File: src/rtl/core/mca_pkg.sv
// Package of the chord arpeggiator: widths, codes, chord tables and the
// structs passed between its modules. Depends on nothing.
package mca_pkg;

    localparam int KEY_W         = 7;
    localparam int VEL_W         = 7;
    localparam int TIME_W        = 32;
    localparam int QUAL_W        = 4;
    localparam int OFFS_W        = 16;
    localparam int CFG_DATA_W    = 16;
    localparam int CFG_IDX_W     = 2;
    localparam int CHORD_TONES   = 4;
    localparam int IDX_W         = 2;
    localparam int COUNT_W       = 3;
    localparam int INTV_W        = 4;
    localparam int NUM_QUALITIES = 10;
    localparam int ONSET_STEP    = 100;
    localparam int DUR_FIRST     = 600;

    localparam logic [CFG_IDX_W-1:0] CFG_CHORD_QUALITY = 2'd0;
    localparam logic [CFG_IDX_W-1:0] CFG_TIMING_OFFSET = 2'd1;

    localparam logic [QUAL_W-1:0] Q_DIM     = 4'd0;
    localparam logic [QUAL_W-1:0] Q_MIN     = 4'd1;
    localparam logic [QUAL_W-1:0] Q_MAJ     = 4'd2;
    localparam logic [QUAL_W-1:0] Q_AUG     = 4'd3;
    localparam logic [QUAL_W-1:0] Q_FULLDIM = 4'd4;
    localparam logic [QUAL_W-1:0] Q_HALFDIM = 4'd5;
    localparam logic [QUAL_W-1:0] Q_MM7     = 4'd6;
    localparam logic [QUAL_W-1:0] Q_MMAJ7   = 4'd7;
    localparam logic [QUAL_W-1:0] Q_DOM7    = 4'd8;
    localparam logic [QUAL_W-1:0] Q_MAJ7    = 4'd9;

    // Operand set for the shared adder/subtractor.
    typedef struct packed {
        logic [TIME_W-1:0] a;
        logic [TIME_W-1:0] b;
        logic              sub;
    } alu_op_t;

    // Write commands into the tone parameter store.
    typedef struct packed {
        logic              rec_we;
        logic [IDX_W-1:0]  rec_idx;
        logic [TIME_W-1:0] rec_onset;
        logic [KEY_W-1:0]  rec_key;
        logic [VEL_W-1:0]  rec_attack;
        logic              off_we;
        logic [IDX_W-1:0]  off_idx;
        logic [TIME_W-1:0] off_dur;
        logic              fin_clr;
    } store_wr_t;

    // Read data of the tone parameter store at one address.
    typedef struct packed {
        logic [TIME_W-1:0] onset;
        logic [TIME_W-1:0] dur;
        logic [VEL_W-1:0]  attack;
    } store_rd_t;

    function automatic logic [INTV_W-1:0] interval_of(input logic [QUAL_W-1:0] q,
                                                      input logic [IDX_W-1:0]  i);
        logic [INTV_W-1:0] third;
        logic [INTV_W-1:0] fifth;
        logic [INTV_W-1:0] seventh;
        third   = 4'd4;
        fifth   = 4'd7;
        seventh = 4'd0;
        case (q)
            Q_DIM:     begin third = 4'd3; fifth = 4'd6; end
            Q_MIN:     begin third = 4'd3; fifth = 4'd7; end
            Q_MAJ:     begin third = 4'd4; fifth = 4'd7; end
            Q_AUG:     begin third = 4'd4; fifth = 4'd8; end
            Q_FULLDIM: begin third = 4'd3; fifth = 4'd6; seventh = 4'd9;  end
            Q_HALFDIM: begin third = 4'd3; fifth = 4'd6; seventh = 4'd10; end
            Q_MM7:     begin third = 4'd3; fifth = 4'd7; seventh = 4'd10; end
            Q_MMAJ7:   begin third = 4'd3; fifth = 4'd7; seventh = 4'd11; end
            Q_DOM7:    begin third = 4'd4; fifth = 4'd7; seventh = 4'd10; end
            Q_MAJ7:    begin third = 4'd4; fifth = 4'd7; seventh = 4'd11; end
            default:   begin third = 4'd0; fifth = 4'd0; end
        endcase
        case (i)
            2'd0:    interval_of = 4'd0;
            2'd1:    interval_of = third;
            2'd2:    interval_of = fifth;
            default: interval_of = seventh;
        endcase
    endfunction

    function automatic logic [COUNT_W-1:0] tone_count_of(input logic [QUAL_W-1:0] q);
        case (q)
            Q_DIM, Q_MIN, Q_MAJ, Q_AUG: tone_count_of = 3'd3;
            default:                    tone_count_of = 3'd4;
        endcase
    endfunction

endpackage

File: src/rtl/core/mca_event_if.sv
// Input channel of the chord arpeggiator: one timed note event per transaction.
// Depends on mca_pkg.
interface mca_event_if import mca_pkg::*; ();
    logic              valid;
    logic              ready;
    logic              mode;
    logic [KEY_W-1:0]  key_number;
    logic [VEL_W-1:0]  velocity;
    logic [TIME_W-1:0] event_time;

    modport source (output valid, mode, key_number, velocity, event_time, input ready);
    modport sink   (input valid, mode, key_number, velocity, event_time, output ready);
endinterface

File: src/rtl/core/mca_tone_if.sv
// Output channel of the chord arpeggiator: one scheduled chord tone per transaction.
// Depends on mca_pkg.
interface mca_tone_if import mca_pkg::*; ();
    logic              valid;
    logic              ready;
    logic [KEY_W-1:0]  tone_key;
    logic [VEL_W-1:0]  tone_velocity;
    logic [TIME_W-1:0] start_time;
    logic [TIME_W-1:0] tone_length;
    logic              last_tone;

    modport source (output valid, tone_key, tone_velocity, start_time, tone_length,
                    last_tone, input ready);
    modport sink   (input valid, tone_key, tone_velocity, start_time, tone_length,
                    last_tone, output ready);
endinterface

File: src/rtl/core/midi_chord_arpeggiator_unit.sv
// MIDI chord arpeggiator. One note event is taken per transaction on the events
// channel, and the block then stays busy until the event is fully handled: a
// note-on that plays a chord first forms the base time (S_BASE) and then emits
// the tones of its 3- or 4-tone chord in turn (S_TONE), holding while the tones
// channel stalls; a note-on recorded in a session passes through S_REC_ON, a
// note-off in a session through S_OFF_FIND and, on a match, S_OFF_DUR; every
// other event is handled in S_IDLE. The single shared 32-bit adder forms every
// start time, onset and duration in turn. Results leave through an output
// register, so a new event is taken while the final tone of a chord still waits
// on the tones channel. Configuration writes land directly in the quality and
// offset registers; there is no reset sweep. Depends on mca_pkg, mca_event_if,
// mca_tone_if, mca_alu and mca_tone_store.
module midi_chord_arpeggiator_unit import mca_pkg::*;
(
    input  logic                  clk,
    input  logic                  rst_n,
    mca_event_if.sink             events,
    mca_tone_if.source            tones,
    input  logic                  cfg_we,
    input  logic [CFG_IDX_W-1:0]  cfg_index,
    input  logic [CFG_DATA_W-1:0] cfg_data
);

    // Sequencer states, one-hot.
    typedef enum logic [5:0] {
        S_IDLE     = 6'b000001,
        S_BASE     = 6'b000010,
        S_TONE     = 6'b000100,
        S_REC_ON   = 6'b001000,
        S_OFF_FIND = 6'b010000,
        S_OFF_DUR  = 6'b100000
    } state_t;

    state_t state_reg, state_next;

    // Latched event fields.
    logic [KEY_W-1:0]  key_reg;
    logic [VEL_W-1:0]  vel_reg;
    logic [TIME_W-1:0] time_reg;

    // Configuration registers.
    logic [QUAL_W-1:0] quality_reg;
    logic [OFFS_W-1:0] offset_reg;

    // Session state.
    logic               rec_reg, rec_next;
    logic [COUNT_W-1:0] on_count_reg, on_count_next;
    logic [COUNT_W-1:0] off_count_reg, off_count_next;
    logic [TIME_W-1:0]  ss_reg;

    // Working registers of the sequencer.
    logic [IDX_W-1:0]  tone_idx_reg, tone_idx_next;
    logic [TIME_W-1:0] base_reg;
    logic [TIME_W-1:0] acc_reg;
    logic [IDX_W-1:0]  match_idx_reg;

    // Output register.
    logic              out_valid_reg, out_valid_next;
    logic [KEY_W-1:0]  out_key_reg;
    logic [VEL_W-1:0]  out_vel_reg;
    logic [TIME_W-1:0] out_start_reg;
    logic [TIME_W-1:0] out_len_reg;
    logic              out_last_reg;

    alu_op_t           alu_op;
    logic [TIME_W-1:0] alu_result;
    store_wr_t         st_wr;
    store_rd_t         st_rd;
    logic [IDX_W-1:0]  st_rd_idx;
    logic              st_hit;
    logic [IDX_W-1:0]  st_hit_idx;

    logic               ev_accept;
    logic [COUNT_W-1:0] tone_count;
    logic [IDX_W-1:0]   next_idx;
    logic [KEY_W:0]     key_sum_cur;
    logic [KEY_W:0]     key_sum_nxt;
    logic               tone_is_last;
    logic               can_load;
    logic               tone_load;
    logic [TIME_W-1:0]  offset_ext;
    logic [TIME_W-1:0]  ss_use;

    mca_alu u_alu
    (
        .op     (alu_op),
        .result (alu_result)
    );

    mca_tone_store u_store
    (
        .clk         (clk),
        .rst_n       (rst_n),
        .wr          (st_wr),
        .rd_idx      (st_rd_idx),
        .rd          (st_rd),
        .match_key   (key_reg),
        .match_limit (on_count_reg),
        .match_hit   (st_hit),
        .match_idx   (st_hit_idx)
    );

    assign events.ready = (state_reg == S_IDLE);
    assign ev_accept    = events.valid && events.ready;

    assign offset_ext = {{(TIME_W-OFFS_W){offset_reg[OFFS_W-1]}}, offset_reg};

    // The first captured note of a session defines the session start time.
    assign ss_use = (on_count_reg == '0) ? time_reg : ss_reg;

    // Chord tone bookkeeping. Intervals rise within a chord, so once a tone
    // falls above the top key, every later tone does too, and the current
    // tone is the last one emitted.
    assign tone_count  = tone_count_of(quality_reg);
    assign next_idx    = tone_idx_reg + IDX_W'(1);
    assign key_sum_cur = {1'b0, key_reg} + (KEY_W+1)'(interval_of(quality_reg, tone_idx_reg));
    assign key_sum_nxt = {1'b0, key_reg} + (KEY_W+1)'(interval_of(quality_reg, next_idx));
    assign tone_is_last = ({1'b0, tone_idx_reg} == (tone_count - COUNT_W'(1)))
                          || key_sum_nxt[KEY_W];

    assign can_load  = !out_valid_reg || tones.ready;
    assign tone_load = (state_reg == S_TONE) && can_load;

    // During the note-off search the store reads at the matching entry.
    assign st_rd_idx = (state_reg == S_TONE) ? tone_idx_reg : st_hit_idx;

    always_comb
    begin
        state_next     = state_reg;
        rec_next       = rec_reg;
        on_count_next  = on_count_reg;
        off_count_next = off_count_reg;
        tone_idx_next  = tone_idx_reg;
        alu_op         = '{a: time_reg, b: offset_ext, sub: 1'b0};
        st_wr          = '0;
        st_wr.rec_idx  = on_count_reg[IDX_W-1:0];
        st_wr.rec_key  = key_reg;
        st_wr.rec_attack = vel_reg;
        st_wr.off_idx  = match_idx_reg;

        case (state_reg)
            S_IDLE:
            begin
                if (ev_accept)
                begin
                    if (events.mode)
                    begin
                        // A session start, also when one is running.
                        rec_next       = 1'b1;
                        on_count_next  = '0;
                        off_count_next = '0;
                        st_wr.fin_clr  = 1'b1;
                    end
                    else if (rec_reg)
                    begin
                        if (events.velocity != '0)
                        begin
                            // A fifth note-on in a session is dropped.
                            if (!on_count_reg[COUNT_W-1])
                            begin
                                state_next = S_REC_ON;
                            end
                        end
                        else
                        begin
                            state_next = S_OFF_FIND;
                        end
                    end
                    else if ((events.velocity != '0) && (quality_reg < QUAL_W'(NUM_QUALITIES)))
                    begin
                        state_next = S_BASE;
                    end
                end
            end

            S_BASE:
            begin
                // Base time is the event time plus the signed offset.
                alu_op        = '{a: time_reg, b: offset_ext, sub: 1'b0};
                tone_idx_next = '0;
                state_next    = S_TONE;
            end

            S_TONE:
            begin
                alu_op = '{a: base_reg, b: st_rd.onset, sub: 1'b0};
                if (can_load)
                begin
                    if (tone_is_last)
                    begin
                        state_next = S_IDLE;
                    end
                    else
                    begin
                        tone_idx_next = next_idx;
                    end
                end
            end

            S_REC_ON:
            begin
                alu_op          = '{a: time_reg, b: ss_use, sub: 1'b1};
                st_wr.rec_we    = 1'b1;
                st_wr.rec_onset = alu_result;
                on_count_next   = on_count_reg + COUNT_W'(1);
                if (on_count_next[COUNT_W-1] && off_count_reg[COUNT_W-1])
                begin
                    rec_next = 1'b0;
                end
                state_next = S_IDLE;
            end

            S_OFF_FIND:
            begin
                // Time since the matched onset; the session start follows.
                alu_op = '{a: time_reg, b: st_rd.onset, sub: 1'b1};
                if (st_hit)
                begin
                    state_next = S_OFF_DUR;
                end
                else
                begin
                    state_next = S_IDLE;
                end
            end

            S_OFF_DUR:
            begin
                alu_op         = '{a: acc_reg, b: ss_reg, sub: 1'b1};
                st_wr.off_we   = 1'b1;
                st_wr.off_dur  = alu_result;
                off_count_next = off_count_reg + COUNT_W'(1);
                if (on_count_reg[COUNT_W-1] && off_count_next[COUNT_W-1])
                begin
                    rec_next = 1'b0;
                end
                state_next = S_IDLE;
            end

            default:
            begin
                state_next = S_IDLE;
            end
        endcase
    end

    always_comb
    begin
        if (tone_load)
        begin
            out_valid_next = 1'b1;
        end
        else if (tones.ready)
        begin
            out_valid_next = 1'b0;
        end
        else
        begin
            out_valid_next = out_valid_reg;
        end
    end

    // Control state and configuration.
    always_ff @(posedge clk or negedge rst_n)
    begin
        if (!rst_n)
        begin
            state_reg     <= S_IDLE;
            rec_reg       <= 1'b0;
            on_count_reg  <= '0;
            off_count_reg <= '0;
            tone_idx_reg  <= '0;
            out_valid_reg <= 1'b0;
            quality_reg   <= Q_MAJ;
            offset_reg    <= '0;
            ss_reg        <= '0;
        end
        else
        begin
            state_reg     <= state_next;
            rec_reg       <= rec_next;
            on_count_reg  <= on_count_next;
            off_count_reg <= off_count_next;
            tone_idx_reg  <= tone_idx_next;
            out_valid_reg <= out_valid_next;
            if ((state_reg == S_REC_ON) && (on_count_reg == '0))
            begin
                ss_reg <= time_reg;
            end
            if (cfg_we)
            begin
                case (cfg_index)
                    CFG_CHORD_QUALITY: quality_reg <= cfg_data[QUAL_W-1:0];
                    CFG_TIMING_OFFSET: offset_reg  <= cfg_data[OFFS_W-1:0];
                    default:           ;
                endcase
            end
        end
    end

    // Payload registers.
    always_ff @(posedge clk)
    begin
        if (ev_accept)
        begin
            key_reg  <= events.key_number;
            vel_reg  <= events.velocity;
            time_reg <= events.event_time;
        end
        if (state_reg == S_BASE)
        begin
            base_reg <= alu_result;
        end
        if (state_reg == S_OFF_FIND)
        begin
            acc_reg       <= alu_result;
            match_idx_reg <= st_hit_idx;
        end
        if (tone_load)
        begin
            out_key_reg   <= key_sum_cur[KEY_W-1:0];
            out_vel_reg   <= (st_rd.attack != '0) ? st_rd.attack : vel_reg;
            out_start_reg <= alu_result;
            out_len_reg   <= st_rd.dur;
            out_last_reg  <= tone_is_last;
        end
    end

    assign tones.valid         = out_valid_reg;
    assign tones.tone_key      = out_key_reg;
    assign tones.tone_velocity = out_vel_reg;
    assign tones.start_time    = out_start_reg;
    assign tones.tone_length   = out_len_reg;
    assign tones.last_tone     = out_last_reg;

endmodule

File: src/rtl/core/mca_alu.sv
// Shared 32-bit adder/subtractor used by the sequencer for every time sum.
// Depends on mca_pkg.
module mca_alu import mca_pkg::*;
(
    input  alu_op_t           op,
    output logic [TIME_W-1:0] result
);

    logic [TIME_W-1:0] b_eff;

    // Subtraction is a plus the ones' complement of b plus one.
    assign b_eff  = op.sub ? ~op.b : op.b;
    assign result = op.a + b_eff + {{(TIME_W-1){1'b0}}, op.sub};

endmodule

File: src/rtl/core/mca_tone_store.sv
// Per-tone parameter store (onsets, durations, attacks, captured keys) with the
// note-off match search. Depends on mca_pkg.
module mca_tone_store import mca_pkg::*;
(
    input  logic               clk,
    input  logic               rst_n,
    input  store_wr_t          wr,
    input  logic [IDX_W-1:0]   rd_idx,
    output store_rd_t          rd,
    input  logic [KEY_W-1:0]   match_key,
    input  logic [COUNT_W-1:0] match_limit,
    output logic               match_hit,
    output logic [IDX_W-1:0]   match_idx
);

    logic [TIME_W-1:0] onset_reg  [CHORD_TONES];
    logic [TIME_W-1:0] dur_reg    [CHORD_TONES];
    logic [VEL_W-1:0]  attack_reg [CHORD_TONES];
    logic [KEY_W-1:0]  key_reg    [CHORD_TONES];
    logic [CHORD_TONES-1:0] fin_reg;

    always_ff @(posedge clk or negedge rst_n)
    begin
        if (!rst_n)
        begin
            for (int i = 0; i < CHORD_TONES; i++)
            begin
                onset_reg[i]  <= TIME_W'(i * ONSET_STEP);
                dur_reg[i]    <= TIME_W'(DUR_FIRST - i * ONSET_STEP);
                attack_reg[i] <= '0;
                key_reg[i]    <= '0;
            end
            fin_reg <= '0;
        end
        else
        begin
            if (wr.rec_we)
            begin
                onset_reg[wr.rec_idx]  <= wr.rec_onset;
                attack_reg[wr.rec_idx] <= wr.rec_attack;
                key_reg[wr.rec_idx]    <= wr.rec_key;
            end
            if (wr.off_we)
            begin
                dur_reg[wr.off_idx] <= wr.off_dur;
            end
            if (wr.fin_clr)
            begin
                fin_reg <= '0;
            end
            else if (wr.off_we)
            begin
                fin_reg[wr.off_idx] <= 1'b1;
            end
        end
    end

    assign rd.onset  = onset_reg[rd_idx];
    assign rd.dur    = dur_reg[rd_idx];
    assign rd.attack = attack_reg[rd_idx];

    // The first captured, unfinished entry below the capture count wins.
    always_comb
    begin
        match_hit = 1'b0;
        match_idx = '0;
        for (int i = CHORD_TONES - 1; i >= 0; i--)
        begin
            if ((COUNT_W'(i) < match_limit) && (key_reg[i] == match_key) && !fin_reg[i])
            begin
                match_hit = 1'b1;
                match_idx = IDX_W'(i);
            end
        end
    end

endmodule

File: src/flat_wrapper.sv
// flat-port wrapper written by rule: the top's interface ports become plain ports
module midi_chord_arpeggiator_unit_flat import mca_pkg::*;
  (clk, rst_n, cfg_we, cfg_index, cfg_data, events_valid, events_mode, events_key_number, events_velocity, events_event_time, events_ready, tones_valid, tones_tone_key, tones_tone_velocity, tones_start_time, tones_tone_length, tones_last_tone, tones_ready);
  mca_event_if events_i ();
  mca_tone_if tones_i ();
  input  logic clk;
  input  logic rst_n;
  input  logic cfg_we;
  input  logic [CFG_IDX_W-1:0] cfg_index;
  input  logic [CFG_DATA_W-1:0] cfg_data;
  input wire logic [$bits(events_i.valid)-1:0] events_valid;
  input wire logic [$bits(events_i.mode)-1:0] events_mode;
  input wire logic [$bits(events_i.key_number)-1:0] events_key_number;
  input wire logic [$bits(events_i.velocity)-1:0] events_velocity;
  input wire logic [$bits(events_i.event_time)-1:0] events_event_time;
  output wire logic [$bits(events_i.ready)-1:0] events_ready;
  output wire logic [$bits(tones_i.valid)-1:0] tones_valid;
  output wire logic [$bits(tones_i.tone_key)-1:0] tones_tone_key;
  output wire logic [$bits(tones_i.tone_velocity)-1:0] tones_tone_velocity;
  output wire logic [$bits(tones_i.start_time)-1:0] tones_start_time;
  output wire logic [$bits(tones_i.tone_length)-1:0] tones_tone_length;
  output wire logic [$bits(tones_i.last_tone)-1:0] tones_last_tone;
  input wire logic [$bits(tones_i.ready)-1:0] tones_ready;
  assign events_i.valid = events_valid;
  assign events_i.mode = events_mode;
  assign events_i.key_number = events_key_number;
  assign events_i.velocity = events_velocity;
  assign events_i.event_time = events_event_time;
  assign events_ready = events_i.ready;
  assign tones_valid = tones_i.valid;
  assign tones_tone_key = tones_i.tone_key;
  assign tones_tone_velocity = tones_i.tone_velocity;
  assign tones_start_time = tones_i.start_time;
  assign tones_tone_length = tones_i.tone_length;
  assign tones_last_tone = tones_i.last_tone;
  assign tones_i.ready = tones_ready;
  midi_chord_arpeggiator_unit u_core (.clk(clk), .rst_n(rst_n), .events(events_i), .tones(tones_i), .cfg_we(cfg_we), .cfg_index(cfg_index), .cfg_data(cfg_data));
endmodule
File: config.mk
export PLATFORM = sky130hd
export DESIGN_NAME = midi_chord_arpeggiator_unit_flat
export DESIGN_NICKNAME = d
export VERILOG_FILES = /design/src/rtl/core/mca_pkg.sv /design/src/rtl/core/mca_event_if.sv /design/src/rtl/core/mca_tone_if.sv /design/src/rtl/core/midi_chord_arpeggiator_unit.sv /design/src/rtl/core/mca_alu.sv /design/src/rtl/core/mca_tone_store.sv /design/src/flat_wrapper.sv
export SDC_FILE = /design/constraint.sdc
export NUM_CORES = 1
export LEC_CHECK = 0
export BUFFER_PORTS_ARGS = -buffer_cell sky130_fd_sc_hd__buf_2
export CORE_MARGIN = 1
export CORE_UTILIZATION = 24
export CTS_CLUSTER_SIZE = 14
export DETAILED_ROUTE_END_ITERATION = 12
export GPL_TIMING_DRIVEN = 0
export PLACE_DENSITY = 0.49
export SKIP_CTS_REPAIR_TIMING = 1
export SLEW_MARGIN = 10
export SYNTH_ARGS = -nofsm -noshare
export SYNTH_HDL_FRONTEND = slang
export SYNTH_HIERARCHICAL = 1
export SYNTH_SLANG_ARGS = --single-unit
File: constraint.sdc
create_clock -name clk -period 12.4 [get_ports clk]
set_input_delay 0.62 -clock clk [delete_from_list [all_inputs] [get_ports clk]]
set_output_delay 0.62 -clock clk [all_outputs]
set_load 0.01 [all_outputs]
==> metrics.txt <==
# TYPE chip_impl_metric gauge
chip_impl_metric{name="route.detailed.vias_per_inst",unit=""} 4.70
chip_impl_metric{name="clkLatencyLatePin",unit="ns"} 0.64
chip_impl_metric{name="route.met2.wl",unit="µm"} 39800
chip_impl_metric{name="globalplace.congestion",unit=""} 0.874
chip_impl_info{name="failed_checks",value="hold timing"} 1
chip_impl_metric{name="cts.clk_slew.worst_paths",unit="ns"} 0.06
chip_impl_metric{name="synthesis.nets",unit=""} 1988
chip_impl_metric{name="path_max_fanout",unit=""} 11
chip_impl_metric{name="yosysUniqueCellTypes",unit=""} 83
chip_impl_info{name="layout.cells.most_common_list",value="sky130_fd_sc_hd__mux2_2, sky130_fd_sc_hd__dfrtp_1, sky130_fd_sc_hd__edfxtp_1, sky130_fd_sc_hd__buf_2, sky130_fd_sc_hd__nand2_1"} 1
chip_impl_metric{name="synth.cell_area",unit="µm²"} 26900
chip_impl_info{name="run_status",value="finished with violations"} 1
chip_impl_info{name="worstHoldPathType",value="input port to async pin"} 1
chip_impl_info{name="rsz0062_at_grt",value="false"} 1
chip_impl_metric{name="detail_route.drc_violations",unit=""} 0
chip_impl_metric{name="grt_pass1_wl",unit="µm"} 122000
chip_impl_metric{name="post-place-cells",unit=""} 3516
chip_impl_metric{name="synth-seq-area-share",unit="%"} 57.1
chip_impl_metric{name="number_of_antenna_violations_at_the_first_check_in_global_routing",unit=""} 7
chip_impl_metric{name="post_layout_nonfiller_instances",unit=""} 3653
chip_impl_info{name="layout.cells.most_common",value="sky130_fd_sc_hd__mux2_2"} 1
chip_impl_metric{name="peakVddDrop",unit="mV"} 0.0864
chip_impl_metric{name="width_of_the_chip",unit="µm"} 337
chip_impl_metric{name="detail_route.wirelength.met1",unit="µm"} 35400
chip_impl_metric{name="die_area",unit="µm²"} 114000
chip_impl_metric{name="floorplan.die.height",unit="µm"} 337
chip_impl_metric{name="io_buffer_count",unit=""} 150
chip_impl_metric{name="ys_warn_count",unit=""} 6
chip_impl_metric{name="final_layout_size_suffix_gt1_share",unit="%"} 38.1
chip_impl_metric{name="iteration_count_of_the_initial_detailed_routing_pass",unit=""} 9
chip_impl_metric{name="final_net_count",unit=""} 2222
chip_impl_metric{name="netlist_instances",unit=""} 1868
chip_impl_metric{name="timing.final.setup_violations",unit=""} 0
chip_impl_metric{name="route.final.wire_length",unit="µm"} 82900
chip_impl_info{name="critical_path.startpoint_type",value="flip-flop"} 1
chip_impl_metric{name="count_of_final_max_slew_check_failures",unit=""} 0
chip_impl_metric{name="clock_tree.buffer_depth",unit=""} 3
chip_impl_metric{name="floorplan.initialDensity",unit="%"} 24.3
chip_impl_metric{name="areaGrowthSynthToFinish",unit="%"} 19.6
chip_impl_metric{name="fp.coreArea",unit="µm²"} 111000
chip_impl_metric{name="vias_post_dr",unit=""} 17200
chip_impl_metric{name="fillerInstances",unit=""} 11200
chip_impl_metric{name="setup_tns",unit="ns"} 0
chip_impl_metric{name="htree_num_levels",unit=""} 3
chip_impl_info{name="top_signal_layer_used",value="met5"} 1
chip_impl_info{name="root_buffer",value="sky130_fd_sc_hd__clkbuf_16"} 1
chip_impl_metric{name="max_cap_viol_count",unit=""} 0
chip_impl_metric{name="yosys_register_bits",unit=""} 575
chip_impl_metric{name="drt_first_iter_violations",unit=""} 1498
chip_impl_metric{name="place_hpwl",unit="µm"} 58500
chip_impl_metric{name="pwr_density_cell",unit="nW/µm²"} 164
chip_impl_info{name="tritoncts",value="built"} 1
chip_impl_metric{name="worst-slew-pin-transition",unit="ns"} 1.32
chip_impl_metric{name="final_hold_viol_count",unit=""} 1
chip_impl_metric{name="slew-limit-headroom",unit="%"} 11.3
chip_impl_info{name="path_class",value="flip-flop to flip-flop"} 1
chip_impl_metric{name="detailroute.wirelength.met3",unit="µm"} 4180
chip_impl_metric{name="timing.critical_path.arrival",unit="ns"} 8.39
chip_impl_metric{name="grt_overflow_total",unit=""} 0
chip_impl_metric{name="share_of_synthesized_registers_carrying_an_async_set_or_reset",unit="%"} 66.8
chip_impl_metric{name="critical_path_required",unit="ns"} 12.96
chip_impl_metric{name="p_leak",unit="nW"} 14.3
chip_impl_metric{name="vias_in_the_first_global_route",unit=""} 18400
chip_impl_metric{name="timing.final.crit_share",unit="%"} 63.1
chip_impl_metric{name="multiInputGateArea",unit="µm²"} 10700
chip_impl_metric{name="layout.core_utilization",unit="%"} 29.0
chip_impl_metric{name="antenna_violating_nets_post_route",unit=""} 0
chip_impl_metric{name="post_synth.cell_area_avg",unit="µm²"} 14.4
chip_impl_metric{name="hold-worst-slack",unit="ns"} -0.00208
chip_impl_info{name="cpMaxStageDelayCell",value="sky130_fd_sc_hd__clkbuf_1"} 1
chip_impl_metric{name="cts.sink_count",unit=""} 575
chip_impl_metric{name="io-pin-count",unit=""} 151
chip_impl_metric{name="cts_buffers",unit=""} 72
chip_impl_info{name="end_kind",value="flip-flop"} 1
chip_impl_metric{name="detail_route.wl_per_cell",unit="µm"} 22.7
chip_impl_metric{name="final.min_clock_period",unit="ns"} 7.83
chip_impl_metric{name="grt_use_total",unit="%"} 14.6
chip_impl_metric{name="critPathMaxStageDelay",unit="ns"} 0.99
chip_impl_metric{name="clock_skew",unit="ns"} 0.0316
chip_impl_metric{name="grt_max_degree",unit=""} 110
chip_impl_metric{name="layout.area.seq",unit="µm²"} 15400
chip_impl_metric{name="num_rows",unit=""} 122
chip_impl_metric{name="synth_enable_flop_cells",unit=""} 191
chip_impl_info{name="crit_path_cell_trace",value="xnor2_1, nand4_1, nor4_1, a21oi_1, nor3_1, nand2_1, o21ai_0, clkbuf_2, clkbuf_1, mux4_2, a222oi_1, nand2_1, xor2_1, ha_1, nand3_1, a21oi_1, nor2_1, o211ai_1, o22ai_1, o31ai_1, xor2_1, and3_1, mux2_2"} 1
chip_impl_metric{name="max_freq",unit="MHz"} 128
chip_impl_info{name="synth_flop_cell",value="sky130_fd_sc_hd__dfrtp_1"} 1
==> report_power, final <==
| group | total, mW | internal (mW) | switching [mW] |
|---|---|---|---|
| clock network | 2.12 | 1.27 | 0.855 |
| registers | 2.24 | 2.15 | 0.0854 |
| logic | 0.917 | 0.319 | 0.598 |
==> kinds of logic after synthesis <==
kind of cell	Yosys count	share of synthesized area, %
XOR/XNOR	99	3.22
flip-flops	575	57.1
AO/OA/AOI/OAI	225	6.37
AND/OR/NAND/NOR	314	6.33
buffers and inverters	165	3.27
multiplexers	440	21.3
adder cells (fa/ha/maj)	50	2.38
==> layer usage <==
layer,vias up,global-route usage [%]
met4,2,6.41
met2,521,24.1
met3,145,2.67
li1,7523,-
met5,-,0
met1,8994,18.6
==> final cells by class <==
cell class	instances	share of cell area [%]
clock inverter	32	1.12
buffer	106	2.05
inverter	59	0.688
antenna	3	0.0233
timing repair buffer	160	3.11
clock buffer	102	6.26
tap	1488	5.78
multi-input combinational	1128	33.2
sequential	575	47.8
==> cells in the mapped netlist, drive strengths merged (6+ instances only) <==
cell	number	area (µm²)
a21o	20	150
a21oi	53	269
a222oi	64	641
and2	36	225
and3	41	260
buf	68	515
clkbuf	38	144
dfrtp	355	8880
dfstp	29	762
edfxtp	191	5740
ha	48	601
inv	59	221
mux2	363	4090
mux2i	6	63.8
mux4	71	1600
nand2	94	368
nand3	19	105
nand3b	8	67.6
nand4	13	81.3
nor2	43	161
nor2b	9	56.3
nor3	14	70.1
nor3b	6	56.3
nor4	9	62.6
o21ai	31	166
o21bai	7	52.6
xnor2	44	385
xor2	55	482
==> stage by stage <==
step | worst slack (ns) | power (mW) | hold slack (ns) | area [µm²]
6_report | 4.57 | 5.28 | -0.00208 | 32200
3_5_place_dp | 4.52 | 3.19 | 0.490 | 29800
4_1_cts | 4.49 | 5.36 | 0.0218 | 32200
3_3_place_gp | 3.23 | 3.17 | 0.466 | 29600
5_1_grt | 4.03 | 5.52 | 0.0496 | 32200
2_1_floorplan | 7.17 | 2.79 | 0.324 | 26900
==> worst max-delay path: cells and delay by family (launching register included) <==
kind / cells / cell delay [ns]
flip-flops: 1 / 0.62
multiplexers: 2 / 0.59
AO/OA/AOI/OAI: 7 / 1.85
XOR/XNOR: 3 / 1.28
AND/OR/NAND/NOR: 8 / 1.67
buffers and inverters: 2 / 1.34
adder cells (fa/ha/maj): 1 / 0.41
==> path summary, 6_finish.rpt <==
path                                             start                           end  slack (ns)  depth (start not counted)
setup / recovery                     u_core/key_reg[5]  u_core/u_store/onset_reg[88]        4.57                         23
hold / removal                                   rst_n  u_core/u_store/onset_reg[22]      -0.002                          1
setup reg to reg                     u_core/key_reg[5]  u_core/u_store/onset_reg[88]        4.57                         23
hold reg to reg            u_core/u_store/dur_reg[101]   u_core/u_store/dur_reg[101]        0.50                          1
max in group asynchronous                        rst_n   u_core/u_store/dur_reg[101]       11.36                          2
min in group clk                  events_event_time[1]            u_core/time_reg[1]        0.16                          1
No activity file was read; power rests on OpenSTA's default activity.
